File: config.mk
export PLATFORM = sky130hd
export DESIGN_NAME = cmfr_clk_calc
export DESIGN_NICKNAME = d
export VERILOG_FILES = /design/src/rtl/cmfr_pkg.sv /design/src/rtl/cmfr_clk_calc.sv
export SDC_FILE = /design/constraint.sdc
export NUM_CORES = 1
export LEC_CHECK = 0
export ABC_CLOCK_PERIOD_IN_PS = 17200
export BUFFER_PORTS_ARGS = -buffer_cell sky130_fd_sc_hd__buf_2
export CORE_UTILIZATION = 55
export DETAILED_ROUTE_END_ITERATION = 10
export PLACE_DENSITY = 0.78
export SETUP_SLACK_MARGIN = 0.2
export SYNTH_ARGS = -nofsm -noshare
export SYNTH_HDL_FRONTEND = slang
export SYNTH_SLANG_ARGS = --single-unit
export TNS_END_PERCENT = 1
File: constraint.sdc
create_clock -name vclk -period 17.2
set_input_delay 0.86 -clock vclk [all_inputs]
set_output_delay 0.86 -clock vclk [all_outputs]
set_load 0.005 [all_outputs]
File: src/rtl/cmfr_pkg.sv
// cmfr_pkg: shared types, codes and constants for the clock module frequency block
// used by cmfr_dco_table, cmfr_clk_calc and clock_module_frequency_registers
// no dependencies
package cmfr_pkg;

  // table geometry and default sizes
  localparam int DCO_STEPS     = 8;
  localparam int STEP_W        = 3;
  localparam int DCO_ROWS_DEF  = 16;
  localparam int FREQ_BITS_DEF = 32;

  // config port
  localparam int PADDR_W = 4;
  localparam logic [1:0] CFG_PLUS = 2'd0;
  localparam logic [1:0] CFG_XHM  = 2'd1;
  localparam logic [1:0] CFG_VLO  = 2'd2;

  // item commands
  localparam logic [3:0] CMD_READ     = 4'd0;
  localparam logic [3:0] CMD_WRITE    = 4'd1;
  localparam logic [3:0] CMD_SET_XT1  = 4'd2;
  localparam logic [3:0] CMD_SET_XT2  = 4'd3;
  localparam logic [3:0] CMD_CPUOFF   = 4'd4;
  localparam logic [3:0] CMD_SCG1     = 4'd5;
  localparam logic [3:0] CMD_SOFT_RST = 4'd6;
  localparam logic [3:0] CMD_POR_RST  = 4'd7;
  localparam logic [3:0] CMD_LOAD     = 4'd8;

  // register addresses
  localparam logic [1:0] REG_DCOCTL = 2'd0;
  localparam logic [1:0] REG_CTL1   = 2'd1;
  localparam logic [1:0] REG_CTL2   = 2'd2;
  localparam logic [1:0] REG_CTL3   = 2'd3;

  // register reset values and fields
  localparam logic [7:0] DCOCTL_RST     = 8'h60;
  localparam logic [7:0] CTL1_RST_PLUS  = 8'h87;
  localparam logic [3:0] CTL1_POR_HI    = 4'h8;
  localparam logic [3:0] RSEL_RST_PLUS  = 4'h7;
  localparam logic [3:0] RSEL_RST_BASIC = 4'h4;
  localparam logic [7:0] CTL2_RST       = 8'h00;
  localparam logic [7:0] CTL3_RST       = 8'h04;
  localparam logic [7:0] XT2OF_MASK     = 8'h02;

  // oscillator limits
  localparam logic [31:0] LF_WATCH_HZ = 32'd32768;
  localparam logic [31:0] LF_EXT_LO   = 32'd10000;
  localparam logic [31:0] LF_EXT_HI   = 32'd50000;
  localparam logic [14:0] VLO_RST     = 15'd12000;

  typedef struct packed {
    logic [3:0]  command;
    logic [1:0]  reg_addr;
    logic [7:0]  write_data;
    logic [31:0] freq_hz;
    logic        xt2_connected;
    logic        gate_level;
    logic [3:0]  table_row;
    logic [2:0]  table_step;
  } in_item_t;

  typedef struct packed {
    logic [7:0]  read_data;
    logic [31:0] aux_clock_hz;
    logic [31:0] main_clock_hz;
    logic [31:0] submain_clock_hz;
    logic        fault_irq;
  } out_item_t;

  // settled state of one item, handed to the clock calculation
  typedef struct packed {
    logic [7:0]  read_data;
    logic [31:0] lf_hz;
    logic [31:0] x2_hz;
    logic        xt2_present;
    logic [4:0]  mod;
    logic        step_last;
    logic [1:0]  div_a;
    logic [1:0]  sel_m;
    logic [1:0]  div_m;
    logic        sel_s;
    logic [1:0]  div_s;
    logic        cpu_off;
    logic        sub_off;
    logic        irq;
  } cmfr_ctl_t;

  // crystal range limits by range select
  function automatic logic [31:0] xt_range_lo(input logic [1:0] sel);
    logic [31:0] v;
    case (sel)
      2'd1:    v = 32'd1000000;
      2'd2:    v = 32'd3000000;
      default: v = 32'd400000;
    endcase
    return v;
  endfunction

  function automatic logic [31:0] xt_range_hi(input logic [1:0] sel);
    logic [31:0] v;
    case (sel)
      2'd0:    v = 32'd1000000;
      2'd1:    v = 32'd3000000;
      default: v = 32'd16000000;
    endcase
    return v;
  endfunction

endpackage

File: src/rtl/cmfr_clk_calc.sv
// cmfr_clk_calc: DCO interpolation and clock source selection for one item
// combinational; the result is registered by the caller
// depends on cmfr_pkg
module cmfr_clk_calc
  import cmfr_pkg::*;
#(
  parameter int FREQ_BITS = FREQ_BITS_DEF
) (
  input  cmfr_ctl_t             ctl,
  input  logic [FREQ_BITS-1:0]  t0,
  input  logic [FREQ_BITS-1:0]  t1,
  output out_item_t             result
);

  localparam int SW = (FREQ_BITS + 5 > 64) ? 64 : FREQ_BITS + 5;
  localparam int WB = (FREQ_BITS > 32) ? FREQ_BITS : 32;
  localparam logic [WB-1:0] FMASK = {WB{1'b1}} >> (WB - FREQ_BITS);

  logic [5:0]           w0;
  logic [SW-1:0]        p0;
  logic [SW-1:0]        p1;
  logic [SW-1:0]        sum;
  logic [FREQ_BITS-1:0] dco;
  logic [WB-1:0]        dco_w;
  logic [WB-1:0]        lf_w;
  logic [WB-1:0]        x2_w;
  logic [WB-1:0]        mclk;
  logic [WB-1:0]        sclk;
  logic [WB-1:0]        aclk;

  // weighted blend of two adjacent steps
  always_comb begin
    w0  = 6'd32 - {1'b0, ctl.mod};
    p0  = SW'(w0) * SW'(t0);
    p1  = SW'(ctl.mod) * SW'(t1);
    sum = p0 + p1;
    dco = ctl.step_last ? t0 : FREQ_BITS'(sum >> 5);
  end

  // source selection and dividers
  always_comb begin
    dco_w = WB'(dco);
    lf_w  = WB'(ctl.lf_hz);
    x2_w  = WB'(ctl.x2_hz);
    aclk  = lf_w >> ctl.div_a;
    mclk  = dco_w;
    case (ctl.sel_m)
      2'd2: begin
        if (ctl.x2_hz != 32'd0 && ctl.xt2_present) begin
          mclk = x2_w;
        end else if (ctl.lf_hz != 32'd0) begin
          mclk = lf_w;
        end
      end
      2'd3: begin
        if (ctl.lf_hz != 32'd0) begin
          mclk = lf_w;
        end
      end
      default: ;
    endcase
    mclk = mclk >> ctl.div_m;
    if (ctl.cpu_off) begin
      mclk = '0;
    end
    sclk = (ctl.sel_s ? x2_w : dco_w) >> ctl.div_s;
    if (ctl.sub_off) begin
      sclk = '0;
    end
  end

  // result item
  always_comb begin
    result.read_data        = ctl.read_data;
    result.aux_clock_hz     = 32'(aclk & FMASK);
    result.main_clock_hz    = 32'(mclk & FMASK);
    result.submain_clock_hz = 32'(sclk & FMASK);
    result.fault_irq        = ctl.irq;
  end

endmodule

# Yosys cells after proc, flatten, opt, wreduce, memory -nomap -nowiden
# Cells that the tools add are included.
# Widths: inputs -> output; s select.
[word_totals]
input_bits = 155
reg_bits = 0
output_inout_bits = 105
elab_cells = 19
[op_classes]
reduce_logical = 3
n_eq_ne = 2
add_sub_neg = 2
multipliers = 2
mux = 7
n_shift = 3
[ops]
columns = ["op", "n"]
rows = [
  ["$mux 32", 6],
  ["$shr 32x2->32", 3],
  ["$pmux 32 s2", 1],
  ["$reduce_bool 32->1", 2],
  ["$add 37x37->37", 1],
  ["$mul 5x32->37", 1],
  ["$mul 6x32->37", 1],
  ["$sub 6x5->6 const A", 1],
  ["$eq 2x2->1 const B", 2],
  ["$logic_and 1x1->1", 1],
]

# Logic depth before layout (Yosys ltp)
[depth]
depth_word = 9
depth_mapped = 28
depth_no_buf = 25

# Worst setup path after synthesis
# Ideal clock, no wire load.
[synth_timing]
path_type = "input to output"
from = "input port ctl[15] in the netlist's numbering"
to = "output port result[30] in the netlist's numbering"
required_time_ps = 16340
n_path_buf = 4
slack_ps = 9159
path_stages = 25
arrival_ps = 7181
cell_sequence = "clkbuf_1 -> or3_1 -> clkbuf_1 -> nor3_4 -> clkbuf_1 -> clkbuf_1 -> nand2_1 -> fa_1 -> inv_1 -> fa_1 -> fa_1 -> fa_1 -> inv_1 -> fa_1 -> inv_1 -> ha_1 -> and3_4 -> a21boi_1 -> o31a_1 -> a211oi_2 -> a2111oi_4 -> o21ai_0 -> nand3_1 -> mux4_2 -> a32o_1"
[synth_lines]
columns = ["item", "line", "text"]
rows = [
  ["start: declaration", "cmfr_clk_calc.sv:9", "input cmfr_ctl_t ctl,"],
  ["end: declaration", "cmfr_clk_calc.sv:12", "output out_item_t result"],
]

==> metrics.md <==
| Metric | Value |
|---|---|
| Post-CTS Resized | `0` |
| DP HPWL | `42.4 mm` |
| Synth area leaders | `fa_1, and2_1, inv_1` |
| Sequential area share after synthesis | `0%` |
| Final Cycle Share | `57.3%` |
| Yosys warns | `0` |
| Die Height | `171 um` |
| CP endpoint kind | `output port` |
| Maximum fanout along the worst path | `61` |
| Final WL | `51.4 mm` |
| Synth cell count leaders | `inv_1, fa_1, nand2_1` |
| Hold path depth | `0` |
| Number of fill cells | `2581` |
| DRC viols | `0` |
| Total of max-cap violations | `0` |
| Avg Inst Size Synth | `8.02 um^2` |
| Seq Cell Count | `0` |
| Setup bufs post-CTS | `0` |
| Placeable Area | `0.0280 mm^2` |
| Max stage delay on crit path | `0.84 ns` |
| Core Rows | `61` |
| Adder-Cell Fraction of Synth Area | `39.6%` |
| Slew Limit Fails | `0` |
| Gate count of the mapped netlist | `1966` |
| Slew HR | `16.0%` |
| Delay-heaviest family, CP | `adder cells` |
| Post-synthesis simple-gate area fraction | `24.1%` |
| CLK BUF | `0` |
| First-pass iteration count of the detailed router | `6` |
| Tightest Pin Transition | `1.26 ns` |
| Initial antenna violation count | `1` |
| Count leader, synth | `inv_1` |
| Min Hold Slack | `1.72 ns` |
| I/O pin count | `260` |
| Post-DRT Antenna Nets | `0` |
| Antenna cells | `0` |
| Final WS setup | `7.35 ns` |
| Synth Area in Compound Gates | `17.0%` |
| WP data required | `16.34 ns` |
| Fin nets | `2589` |
| Wire per inst | `20.8 um` |
| Iter 0 DRT Violations | `1462` |
| Starting Density | `56.3%` |
| Yosys top cell area share | `35.1%` |
| CP max-delay cell | `nor3b_1` |
| Final min period | `9.85 ns` |
| F_max | `102 MHz` |
| HP Class | `in2out` |
| Area of the multi-input gates | `0.0142 mm^2` |
| Post-synthesis cell area | `0.0158 mm^2` |
| Final Hold Viols | `0` |
| Mux contribution to synthesized area | `8.09%` |
| Largest net degree at the start of global routing | `69` |
| Unrepaired setup endpoints after global routing | `no` |
| CP Depth | `25` |
| Vias in the first global route | `15400` |
| Largest family of logic cells by synthesized area | `adder cells` |
| GRT Util Overall | `35.4%` |
| Hold buffers post-CTS | `0` |
| Die area | `0.0293 mm^2` |
| First-pass GRT wire length | `81.0 mm` |
| Post-synthesis xor/xnor area fraction | `0.945%` |
| Reg area | `0 um^2` |
| Pre-CTS setup slack | `7.49 ns` |
| Syn Nets | `2454` |
| Via count | `15400` |
| Post-layout util | `60.9%` |
| Gp weighted congestion | `0.976` |
| CP startpoint kind | `input port` |
| Area grow syn2layout | `8.28%` |
| Final setup viols | `0` |
| Setup_tns | `0 ns` |
| Status | `complete, no violations` |
| Worst Path Arrival | `8.99 ns` |
| Critical path's most frequent cell | `fa_1` |
| Grt total ovfl | `0` |
| Largest area contributor in the netlist | `fa_1` |
| Layout cells sized above 1 | `16.4%` |
| Die Span X | `171 um` |
| DR vias/cell | `6.23` |
| Buffers on Ports | `242` |
| WS Path Type | `in2out` |
| Distinct cells, synth | `97` |
| Worst Path Buf+Inv | `7` |
## layout by cell type, fill, tap and decap left out, types with 16 or more instances in the layout
master	synthesis	final
inv_1	296	296
fa_1	276	276
buf_2	11	242
nand2_1	234	234
and2_1	228	228
nor2_1	114	114
a21oi_1	71	71
ha_1	57	57
o21ai_0	51	51
nor3_1	43	43
mux4_2	39	39
mux2i_1	28	28
nor4_1	23	23
a211oi_1	23	23
o211ai_1	22	22
o22ai_1	21	21
nand3_1	20	20
nand4_1	17	17
o21a_1	16	16
## cell type report
class,instances,area share [%]
Multi-Input combinational cell,1545,83.0
Inverter,300,6.60
Tap cell,378,2.77
Timing Repair Buffer,254,7.63
## kinds of logic (layout without fill, tap and decap cells)
logic type	Yosys count	count (layout)
compound gates	373	373
xor+xnor	17	17
fa+ha+maj	333	333
buf+inv	421	554
mux	77	77
simple gates	745	745
## routing by layer
metal / wire, um / GRT usage, % / vias to the layer above
met3: 4220 / 4.86 / 141
met1: 20700 / 47.3 / 7729
met4: 1680 / 10.9 / 4
met2: 24800 / 59.5 / 752
li1: - / - / 6815
met5: 29 / 0 / -
## worst paths after layout
| kind | from | end | slack, ns |
|---|---|---|---|
| max | ctl[13] | result[43] | 7.35 |
| min | ctl[87] | result[101] | 1.72 |
## metrics by stage
stage                     std cells  area [um^2]
after floorplan                1966        15800
after global placement         2477        17100
after detailed placement       2477        17100
after CTS                      2477        17100
after global routing           2477        17100
final                          2477        17100
Power is left out: the tool's default activity adds up to more than one toggle a clock period on the data nets, which glitch-free logic cannot reach.
